$ cat src/hdl/masked_inpaint_diffusion_macros.svh
// ---------------------------------------------------------------------------
// masked_inpaint_diffusion_macros.svh
// Assertion macros for the masked inpaint diffusion block.
// ---------------------------------------------------------------------------
`ifndef MASKED_INPAINT_DIFFUSION_MACROS_SVH
`define MASKED_INPAINT_DIFFUSION_MACROS_SVH

`ifndef SYNTH
// check on every clock edge out of reset
`define MID_ASSERT(lbl, prop, msg) \
  lbl: assert property (@(posedge clk_i) disable iff (!rst_ni) prop) else $error(msg);
// check on every clock edge, reset included
`define MID_ASSERT_ALWAYS(lbl, prop, msg) \
  lbl: assert property (@(posedge clk_i) prop) else $error(msg);
`else
`define MID_ASSERT(lbl, prop, msg)
`define MID_ASSERT_ALWAYS(lbl, prop, msg)
`endif

`endif

$ cat src/hdl/mid_ram.sv
// ---------------------------------------------------------------------------
// mid_ram
// Generic simple dual-port RAM, one write port, one registered read port.
// ---------------------------------------------------------------------------
module mid_ram #(
  parameter int unsigned Width = 8,
  parameter int unsigned Depth = 16
) (
  input  logic                     clk_i,
  input  logic                     we_i,
  input  logic [$clog2(Depth)-1:0] waddr_i,
  input  logic [Width-1:0]         wdata_i,
  input  logic [$clog2(Depth)-1:0] raddr_i,
  output logic [Width-1:0]         rdata_o
);

  logic [Width-1:0] mem_q [Depth];
  logic [Width-1:0] rdata_q;

  always_ff @(posedge clk_i) begin
    if (we_i) begin
      mem_q[waddr_i] <= wdata_i;
    end
    rdata_q <= mem_q[raddr_i];
  end

  assign rdata_o = rdata_q;

endmodule

$ cat config.mk
export PLATFORM = sky130hd
export DESIGN_NAME = mid_ram
export DESIGN_NICKNAME = d
export VERILOG_FILES = /design/src/hdl/masked_inpaint_diffusion_macros.svh /design/src/hdl/mid_ram.sv
export SDC_FILE = /design/constraint.sdc
export NUM_CORES = 1
export LEC_CHECK = 0
export ABC_AREA = 1
export BUFFER_PORTS_ARGS = -buffer_cell sky130_fd_sc_hd__buf_2
export CAP_MARGIN = 10
export CORE_UTILIZATION = 50
export CTS_CLUSTER_DIAMETER = 80
export DETAILED_ROUTE_END_ITERATION = 8
export PLACE_DENSITY = 0.67
export SLEW_MARGIN = 30
export SYNTH_ARGS = -nofsm -noshare
export SYNTH_HDL_FRONTEND = slang
export SYNTH_SLANG_ARGS = --single-unit
export TNS_END_PERCENT = 1
$ cat constraint.sdc
create_clock -name clk_i -period 2.6 [get_ports clk_i]
set_input_delay 0.26 -clock clk_i [delete_from_list [all_inputs] [get_ports clk_i]]
set_output_delay 0.26 -clock clk_i [all_outputs]
set_load 0.01 [all_outputs]
==> reports/summary.txt <==
syn nets: 569
initial antenna violation count: 0
number of global-route vias before repair: 3565
WL/cell: 16.8 um
worst endpoint data arrival time: 1.61 ns
Final min period: 1.31 ns
CP max stage cell: buf_4
R2R depth: 6
CTS Hold Bufs: 0
GRT Residual Overflow: 0
r2r endpoint: rdata_o[4]
post-CTS resize count: 0
worst skew pair latency: 0.41 ns
power density cells: 775 nW/um^2
clk sinks: 136
total track usage: 22.5%
initial core utilization: 52.3%
fmax: 763 MHz
Vias: 3699
first-pass GRT wire length: 18600 um
total of warnings raised by yosys: 0
#FFs+latches synth: 136
Max Cap Viol: 0
Clock Path Buffers: 2
sequential area share after synthesis: 69.4%
Syn Area/Cell: 10.5 um^2
CTS clock-pin slew for the worst setup and hold paths: 0.05 ns
io pins: 26
leading area contributor after synthesis: edfxtp_1
Most Frequent Cell on Critical Path: nand3_1
worst vdd ir: 0.583 mV
Setup WS post-layout: 1.29 ns
CTS buffer count: 17
Syn Std Cell Area: 5770 um^2
Static Leak: 0.00283 uW
Mapped Cells: 551
CTS tree: yes
critical-path cell list: buf_2, buf_4, nand2_1, nand3_1, nand3_1, nand3_1, nand2_1
top cells by area, synth: edfxtp_1 67%, nand2_1 11%, nand3_1 8.4%
die extent in y: 109 um
Crit Path Class: in -> reg
slew at the pin closest to its max-slew limit: 0.909 ns
H-Tree Depth: 4
setup TNS: 0 ns
Worst R2R Start: mem_q[1][4]
share of the synthesized area in the top cell type: 66.7%
vias per cell: 5.07
Reg2Reg Setup Slack: 1.49 ns
CP startpoint kind: input port
DRT Pass-1 Iters: 5
FP Rows: 38
final-report hold violation count: 0
Max-slew headroom: 39.2%
Setup crit end kind: register
die area: 12000 um^2
final wirelength: 12200 um
non-filler cells, final: 730
dpl cells: 698
DRT iter0 DRCs: 259
Pins Over Slew Limit: 0
RSZ-0062 raised after global routing: no
final worst path period share: 50.4%
CP max stage delay: 0.55 ns
Port Buffers: 25
Routability Congestion: 0.882
clock skew: 0.00624 ns
kind of cell adding the most delay to the critical path: simple AND/OR/NAND/NOR gates
antenna cells: 0
Core Area: 11000 um^2
worst hold path type: in -> reg
post-layout net count: 595
Hold EP: rdata_o[7]
number of setup violations in the final report: 0
DP Worst Slack: 0.930 ns
Clk Tree Root Cell: clkbuf_16
final core utilization: 59.2%
CP Max Fanout: 64
Yosys cell types: 12
CP Buf/Inv Count: 2
pin count of the biggest net entering global routing: 65
status: complete, no violations
Crit. Startpoint: raddr_i[0]
post-CTS setup-driven buffer insertion count: 0
residual DRC count: 0
WHS Path Cells: 3
Detail Placement HPWL: 7200 um
hold path start: raddr_i[3]
layout cells sized above 1: 9.83%
Horiz. Die Dim: 109 um
Synth-to-Final Area Change: 13.2%
Routed Antenna Nets: 0
CP required: 2.90 ns
-- worst max-delay path by stage --
| stage | slack, ns | depth (start not counted) | end |
|---|---|---|---|
| after floorplan | 1.39 | 2 | mem_q[10][0] |
| after global placement | 0.96 | 7 | rdata_o[2] |
| after detailed placement | 0.93 | 3 | mem_q[13][7] |
| after CTS | 1.36 | 7 | rdata_o[4] |
| after global routing | 1.25 | 4 | mem_q[13][3] |
| final | 1.29 | 7 | rdata_o[4] |
-- through the flow --
step           cell area [um^2]  hold WS, ns  total power [uW]
2_1_floorplan              5770        0.359              2690
3_3_place_gp               5960        0.636              2790
3_5_place_dp               5960        0.641              2800
4_1_cts                    6530        0.207              5100
5_1_grt                    6530        0.213              5220
6_report                   6530        0.222              5060
-- flip-flops by register name, summed over array words and instances, names as in the netlist --
register / count
mem_q: 128
rdata_o: 8
-- power breakdown --
part           internal (uW)  switching [uW]  total, uW
combinational           81.1             211        292
sequential              2450            12.1       2460
clock                   1490             813       2300
-- placed cells by master, fill, tap and decap left out --
cell / netlist / routed
edfxtp_1: 128 / 128
buf_4: 4 / 5
nand2_1: 173 / 173
bufinv_16: 0 / 3
buf_2: 13 / 25
nor2_1: 17 / 17
clkinv_2: 0 / 4
clkbuf_1: 0 / 4
dfxtp_1: 8 / 8
clkinv_4: 0 / 1
inv_2: 2 / 2
nand3_1: 97 / 97
clkinv_1: 0 / 3
nand3b_1: 2 / 2
inv_1: 100 / 100
clkbuf_16: 0 / 17
buf_12: 0 / 1
-- worst min-delay path: stages --
cell and delay (ns):
buf_2 0.18, nand3_1 0.10, nand2_1 0.04
-- cells by family (layout without fill, tap and decap cells) --
family        after synthesis  in the layout  synth area share [%]
simple gates              289            289                  21.0
buf+inv                   126            165                  9.52
flops                     136            136                  69.4
-- cells in the mapped netlist (all sizes together) --
cell / number
nand2: 173
edfxtp: 128
inv: 102
nand3: 97
buf: 24
nor2: 17
dfxtp: 8
nand3b: 2
-- routing by layer --
metal / track usage, % / vias up / wire length [um]
met4: 11.0 / 0 / 309
met5: 0 / - / 0
met2: 35.4 / 132 / 5890
met3: 5.93 / 22 / 655
li1: - / 1827 / -
met1: 29.0 / 1718 / 5390
-- final cells by class --
| class | count | area, um^2 |
|---|---|---|
| Inverter | 102 | 383 |
| Clock inverter | 11 | 130 |
| Fill cell | 892 | 4500 |
| Multi-Input combinational cell | 289 | 1210 |
| Timing Repair Buffer | 31 | 183 |
| Tap cell | 140 | 175 |
| Sequential cell | 136 | 4000 |
| Clock buffer | 21 | 440 |
Power figures use the tool's default switching activity.
