[src/hdl/masked_inpaint_diffusion_macros.svh]
// ---------------------------------------------------------------------------
// masked_inpaint_diffusion_macros.svh
// Assertion macros for the masked inpaint diffusion block.
// ---------------------------------------------------------------------------
`ifndef MASKED_INPAINT_DIFFUSION_MACROS_SVH
`define MASKED_INPAINT_DIFFUSION_MACROS_SVH

`ifndef SYNTH
// check on every clock edge out of reset
`define MID_ASSERT(lbl, prop, msg) \
  lbl: assert property (@(posedge clk_i) disable iff (!rst_ni) prop) else $error(msg);
// check on every clock edge, reset included
`define MID_ASSERT_ALWAYS(lbl, prop, msg) \
  lbl: assert property (@(posedge clk_i) prop) else $error(msg);
`else
`define MID_ASSERT(lbl, prop, msg)
`define MID_ASSERT_ALWAYS(lbl, prop, msg)
`endif

`endif

[src/hdl/mid_pkg.sv]
// ---------------------------------------------------------------------------
// mid_pkg
// Shared types and constants of the masked inpaint diffusion block.
// ---------------------------------------------------------------------------
package mid_pkg;

  localparam int unsigned MaxWidthDefault  = 64;
  localparam int unsigned MaxHeightDefault = 64;

  localparam int unsigned DimW   = 7;
  localparam int unsigned SweepW = 8;
  localparam int unsigned ChanW  = 8;
  localparam int unsigned PosW   = 6;
  localparam int unsigned OpW    = 2;
  localparam int unsigned CfgIdxW = 2;

  localparam logic [ChanW-1:0] MaskThreshold = 8'd128;

  localparam logic [OpW-1:0] OP_WRITE = 2'd0;
  localparam logic [OpW-1:0] OP_READ  = 2'd1;
  localparam logic [OpW-1:0] OP_RUN   = 2'd2;

  localparam logic [CfgIdxW-1:0] CFG_IMAGE_WIDTH  = 2'd0;
  localparam logic [CfgIdxW-1:0] CFG_IMAGE_HEIGHT = 2'd1;
  localparam logic [CfgIdxW-1:0] CFG_SWEEP_COUNT  = 2'd2;

  localparam logic [DimW-1:0]   ImageWidthReset  = 7'd64;
  localparam logic [DimW-1:0]   ImageHeightReset = 7'd64;
  localparam logic [SweepW-1:0] SweepCountReset  = 8'd1;

  typedef struct packed {
    logic             mask;
    logic [ChanW-1:0] alpha;
    logic [ChanW-1:0] blue;
    logic [ChanW-1:0] green;
    logic [ChanW-1:0] red;
  } pixel_t;

  typedef struct packed {
    logic [DimW-1:0]   width;
    logic [DimW-1:0]   height;
    logic [SweepW-1:0] sweeps;
  } run_cfg_t;

endpackage

[src/hdl/mid_sweep.sv]
// ---------------------------------------------------------------------------
// mid_sweep
// Diffusion sweep sequencer: walks the interior pixels in raster order and
// rewrites masked pixels with the mean of their four neighbors.
// ---------------------------------------------------------------------------
module mid_sweep #(
  parameter int unsigned MAX_WIDTH  = mid_pkg::MaxWidthDefault,
  parameter int unsigned MAX_HEIGHT = mid_pkg::MaxHeightDefault
) (
  input  logic                                                 clk_i,
  input  logic                                                 rst_ni,
  input  logic                                                 start_i,
  input  mid_pkg::run_cfg_t                                    cfg_i,
  output logic                                                 done_o,
  output logic                                                 busy_o,
  output logic [$clog2(MAX_WIDTH)+$clog2(MAX_HEIGHT)-1:0]      raddr_o,
  input  mid_pkg::pixel_t                                      rdata_i,
  output logic                                                 we_o,
  output logic [$clog2(MAX_WIDTH)+$clog2(MAX_HEIGHT)-1:0]      waddr_o,
  output mid_pkg::pixel_t                                      wdata_o
);

  localparam int unsigned XW  = $clog2(MAX_WIDTH);
  localparam int unsigned YW  = $clog2(MAX_HEIGHT);
  localparam int unsigned XYW = (XW > YW) ? XW : YW;
  localparam int unsigned CW  = ((XYW > mid_pkg::DimW) ? XYW : mid_pkg::DimW) + 1;
  localparam int unsigned SumW = mid_pkg::ChanW + 2;

  typedef enum logic [2:0] {S_IDLE, S_CTR, S_UP, S_DN, S_LF, S_RT, S_WR} state_e;

  state_e                     state_q, state_d;
  logic [XW-1:0]              x_q, x_d;
  logic [YW-1:0]              y_q, y_d;
  logic [mid_pkg::SweepW-1:0] s_q, s_d;
  logic [SumW-1:0]            acc_r_q, acc_r_d, acc_g_q, acc_g_d, acc_b_q, acc_b_d;
  logic [SumW-1:0]            sum_r, sum_g, sum_b;
  mid_pkg::pixel_t            ctr_q, ctr_d;
  logic                       done_q, done_d;
  logic                       x_last, y_last, s_last, no_work;
  logic [XW+YW-1:0]           addr_ctr, addr_up, addr_dn, addr_lf, addr_rt;

  assign x_last = (CW'(x_q) + CW'(2)) >= CW'(cfg_i.width);
  assign y_last = (CW'(y_q) + CW'(2)) >= CW'(cfg_i.height);
  assign s_last = s_q == (cfg_i.sweeps - mid_pkg::SweepW'(1));
  assign no_work = (cfg_i.width < mid_pkg::DimW'(3)) || (cfg_i.height < mid_pkg::DimW'(3))
                   || (cfg_i.sweeps == '0);

  assign addr_ctr = {y_q, x_q};
  assign addr_up  = {y_q - YW'(1), x_q};
  assign addr_dn  = {y_q + YW'(1), x_q};
  assign addr_lf  = {y_q, x_q - XW'(1)};
  assign addr_rt  = {y_q, x_q + XW'(1)};

  assign sum_r = acc_r_q + SumW'(rdata_i.red);
  assign sum_g = acc_g_q + SumW'(rdata_i.green);
  assign sum_b = acc_b_q + SumW'(rdata_i.blue);

  always_comb begin
    case (state_q)
      S_UP:    raddr_o = addr_up;
      S_DN:    raddr_o = addr_dn;
      S_LF:    raddr_o = addr_lf;
      S_RT:    raddr_o = addr_rt;
      default: raddr_o = addr_ctr;
    endcase
  end

  assign we_o          = state_q == S_WR;
  assign waddr_o       = addr_ctr;
  assign wdata_o.mask  = ctr_q.mask;
  assign wdata_o.alpha = ctr_q.alpha;
  assign wdata_o.red   = sum_r[SumW-1:2];
  assign wdata_o.green = sum_g[SumW-1:2];
  assign wdata_o.blue  = sum_b[SumW-1:2];

  assign done_o = done_q;
  assign busy_o = state_q != S_IDLE;

  always_comb begin
    logic advance;
    advance = 1'b0;
    state_d = state_q;
    x_d     = x_q;
    y_d     = y_q;
    s_d     = s_q;
    acc_r_d = acc_r_q;
    acc_g_d = acc_g_q;
    acc_b_d = acc_b_q;
    ctr_d   = ctr_q;
    done_d  = 1'b0;
    case (state_q)
      S_IDLE: begin
        if (start_i) begin
          if (no_work) begin
            done_d = 1'b1;
          end else begin
            x_d     = XW'(1);
            y_d     = YW'(1);
            s_d     = '0;
            state_d = S_CTR;
          end
        end
      end
      S_CTR: state_d = S_UP;
      S_UP: begin
        ctr_d = rdata_i;
        if (rdata_i.mask) begin
          state_d = S_DN;
        end else begin
          advance = 1'b1;
        end
      end
      S_DN: begin
        acc_r_d = SumW'(rdata_i.red);
        acc_g_d = SumW'(rdata_i.green);
        acc_b_d = SumW'(rdata_i.blue);
        state_d = S_LF;
      end
      S_LF: begin
        acc_r_d = sum_r;
        acc_g_d = sum_g;
        acc_b_d = sum_b;
        state_d = S_RT;
      end
      S_RT: begin
        acc_r_d = sum_r;
        acc_g_d = sum_g;
        acc_b_d = sum_b;
        state_d = S_WR;
      end
      S_WR: advance = 1'b1;
      default: state_d = S_IDLE;
    endcase
    if (advance) begin
      state_d = S_CTR;
      if (!x_last) begin
        x_d = x_q + XW'(1);
      end else begin
        x_d = XW'(1);
        if (!y_last) begin
          y_d = y_q + YW'(1);
        end else begin
          y_d = YW'(1);
          if (!s_last) begin
            s_d = s_q + mid_pkg::SweepW'(1);
          end else begin
            state_d = S_IDLE;
            done_d  = 1'b1;
          end
        end
      end
    end
  end

  always_ff @(posedge clk_i or negedge rst_ni) begin
    if (!rst_ni) begin
      state_q <= S_IDLE;
      done_q  <= 1'b0;
      x_q     <= '0;
      y_q     <= '0;
      s_q     <= '0;
      acc_r_q <= '0;
      acc_g_q <= '0;
      acc_b_q <= '0;
      ctr_q   <= '0;
    end else begin
      state_q <= state_d;
      done_q  <= done_d;
      x_q     <= x_d;
      y_q     <= y_d;
      s_q     <= s_d;
      acc_r_q <= acc_r_d;
      acc_g_q <= acc_g_d;
      acc_b_q <= acc_b_d;
      ctr_q   <= ctr_d;
    end
  end

endmodule

[config.mk]
export PLATFORM = sky130hd
export DESIGN_NAME = mid_sweep
export DESIGN_NICKNAME = d
export VERILOG_FILES = /design/src/hdl/masked_inpaint_diffusion_macros.svh /design/src/hdl/mid_pkg.sv /design/src/hdl/mid_sweep.sv
export SDC_FILE = /design/constraint.sdc
export NUM_CORES = 1
export LEC_CHECK = 0
export BUFFER_PORTS_ARGS = -buffer_cell sky130_fd_sc_hd__buf_2
export CORE_UTILIZATION = 45
export CTS_CLUSTER_DIAMETER = 50
export DETAILED_ROUTE_END_ITERATION = 8
export MAX_ROUTING_LAYER = met4
export PLACE_DENSITY_LB_ADDON = 0.3
export RECOVER_POWER = 25
export SYNTH_ARGS = -nofsm -noshare
export SYNTH_HDL_FRONTEND = slang
export SYNTH_SLANG_ARGS = --single-unit
[constraint.sdc]
create_clock -name clk_i -period 3.4 [get_ports clk_i]
set_input_delay 0.17 -clock clk_i [delete_from_list [all_inputs] [get_ports clk_i]]
set_output_delay 0.17 -clock clk_i [all_outputs]
set_load 0.05 [all_outputs]
==> impl_metrics.ini <==
[status]
status = complete, but fails checks
violations = capacitance limit, slew limit

[job]
cap_violations = 1

[hold_path]
hold_end = wdata_o[24]
holdPathStages = 2
hold_path_class = in2reg
min-delay-start = rdata_i[24]

[synthesis]
synth_cell_types = 53
syn_area_sq_um = 5140
synth.avg_cell_area_sq_um = 8.44
ys_warn_count = 0
syn_inst = 609
syn_nets = 721
synth_seq_area_share = 0.307
ys.flop_type = dfrtp_1
synth_area_leaders = dfrtp_1, ha_1, nand2_1, xnor2_1, inv_1
synthArstFlopShare = 1.00
synthDominantAreaCellType = dfrtp_1
synth_top_area_frac = 0.307
synth_edf_count = 0
ys_ff_latch = 63

[layout]
num-nets-final = 831
syn_to_final_growth_pct = 18.9
layout-drive-gt1-share = 0.194
final_cells = 863
final_cell_area_sq_um = 6110
final_cell_mix = buf_2, nand2_1, dfrtp_1
final_common_cell = buf_2

[routing]
wl_per_cell_um = 14.6
initialDrtViolationCount = 274
firstDrtPassIters = 5
drc_errors = 0
wirelength_um = 12600
via_per_inst = 5.49
drtAntennaViolNets = 0
num_vias = 4735

[placement]
place.gp.congestion = 0.897
io_buffers = 117
place_inst = 847
post_dp_cell_area_sq_um = 5860
dpl.hpwl_um = 9520

[critical_path]
criticalPathCategory = reg2out
r2r_cells = 10
cp_cell_sequence = ha_1 -> inv_1 -> fa_1 -> nor2b_1 -> o21ai_0 -> a21boi_0 -> o21a_1 -> o21a_1 -> xor2_1 -> buf_2
critPathMostFrequentCell = o21a_1
crit_path_top_delay_cell = fa_1
worst-path-max-fanout = 4
startpoint = acc_b_q[0]
critPathArrivalTime_ps = 2710
r2r_start = x_q[1]
reg2reg_to = y_q[3]
cp_num_buf_inv = 2
cp-end-kind = output port
r2r_slack_ps = 530
start_kind = flip-flop
slowest_delay_ps = 420
cpLargestDelayFamily = compound AO/OA/AOI/OAI gates
cp.required_ps = 3230

[timing]
rsz0062_at_grt = no
fin_crit_sh = 0.846
whs_ps = 71.3
tns_ps = 0
final_hold_viol_count = 0
tightest_slew_ps = 1680
period_needed_ps = 2880
max_freq_mhz = 348
slew_headroom = -0.119
finalSetupViolations = 0
slew_viol_final = 32
skew_ps = 5.15

[global_route]
first_global_vias = 4485
antenna_found_initial = 1
grt_pass1_wl_um = 20900
grt_usage = 0.229
grt_max_degree = 41
grt_overflow = 0

[clock_tree]
cts_hold_buf = 1
cts_inserted_buffers = 9
postCtsSetupBuffers = 0
clk_latency_ps = 330
clockRootBuffer = clkbuf_16
cts_tree = done
cts-resized-gates = 0
clock_tree.buffer_depth = 2
clock-sinks = 63
htree_num_levels = 3
clk_pin_slew_worst_paths_ps = 50

[die]
die_area_sq_um = 11900
rows = 38
die_w_um = 109
ioPinCount = 118
start_util = 0.468
die_h_um = 109
core-area_sq_um = 11000

[power]
vdd_drop_max_v = 0.000777
p_leak_uw = 0.00300
cellPowerDensity_nw_per_um2 = 1040
logic make-up after synthesis:
logic type / after synthesis / synth area share
buf+inv: 72 / 0.0533
fa+ha+maj: 54 / 0.136
flops: 63 / 0.307
compound gates: 134 / 0.174
simple gates: 216 / 0.202
mux: 24 / 0.0494
xor+xnor: 46 / 0.0783
per-stage QoR:
stage                     power [uW]  worst slack (ps)  utilization
after floorplan                 4590               298            -
after global placement          5430               663        0.533
after detailed placement        5500               529        0.533
after CTS                       6380               517        0.558
after global routing            6780               269        0.557
final                           6330               524        0.557
synthesized netlist by cell type (all sizes together), types with 2 or more instances:
cell type,number
and3,2
nand2,82
nand3,25
o21ai,30
ha,51
nor2b,6
clkbuf,24
and2,6
a31oi,12
nor3,12
a22o,6
a22oi,6
nor4,9
xnor2,30
dfrtp,63
inv,45
nor3b,4
a21oi,24
nor2,42
nand2b,9
xor2,16
o31ai,3
a21o,8
fa,3
a21boi,5
a41oi,2
nand4,5
a221o,3
nor4b,3
mux2,11
o211ai,5
mux2i,13
o221ai,3
buf,3
o21a,15
or3,6
a211oi,6
power by group:
part,internal [uW],total (uW),switching (uW),leakage (uW)
clock network,524,846,322,0.000132
logic,1250,4200,2950,0.00207
registers,1030,1280,255,0.000792
total,2810,6330,3530,0.00300
metal layers:
layer	routed length [um]	global-route usage
met1	5720	0.277
met2	6220	0.389
met3	555	0.0442
met4	113	0.0618
met5	0	-
state kept, by name, summed over array words and instances (netlist names):
register  flops
acc_b_q      10
acc_g_q      10
acc_r_q      10
wdata_o       9
s_q           8
x_q           6
y_q           6
state_q       3
done_o        1
worst max path at each step:
| stage | to | depth (start not counted) |
|---|---|---|
| finish | wdata_o[22] | 10 |
| global route | y_q[3] | 9 |
| CTS | y_q[3] | 10 |
| detailed placement | y_q[3] | 10 |
| global placement | y_q[3] | 10 |
| floorplan | s_q[6] | 10 |
cell type report:
class	count	area, sq um
multi-input combinational	474	3290
clock buffer	13	260
tap	140	175
timing repair buffer	126	634
fill	1012	4870
antenna	1	2.50
sequential	63	1580
clock inverter	1	5.00
inverter	45	169
worst register-to-register path, cell delays in order (launching register included):
cell and delay [ps]:
dfrtp_1 470, inv_1 150, ha_1 320, ha_1 290, a21o_1 100, a31oi_1 30, o21ai_0 360, nand3_1 180
buf_4 220, and2_0 240, a221o_1 390
Note: power is estimated with default switching activity, not from simulation.
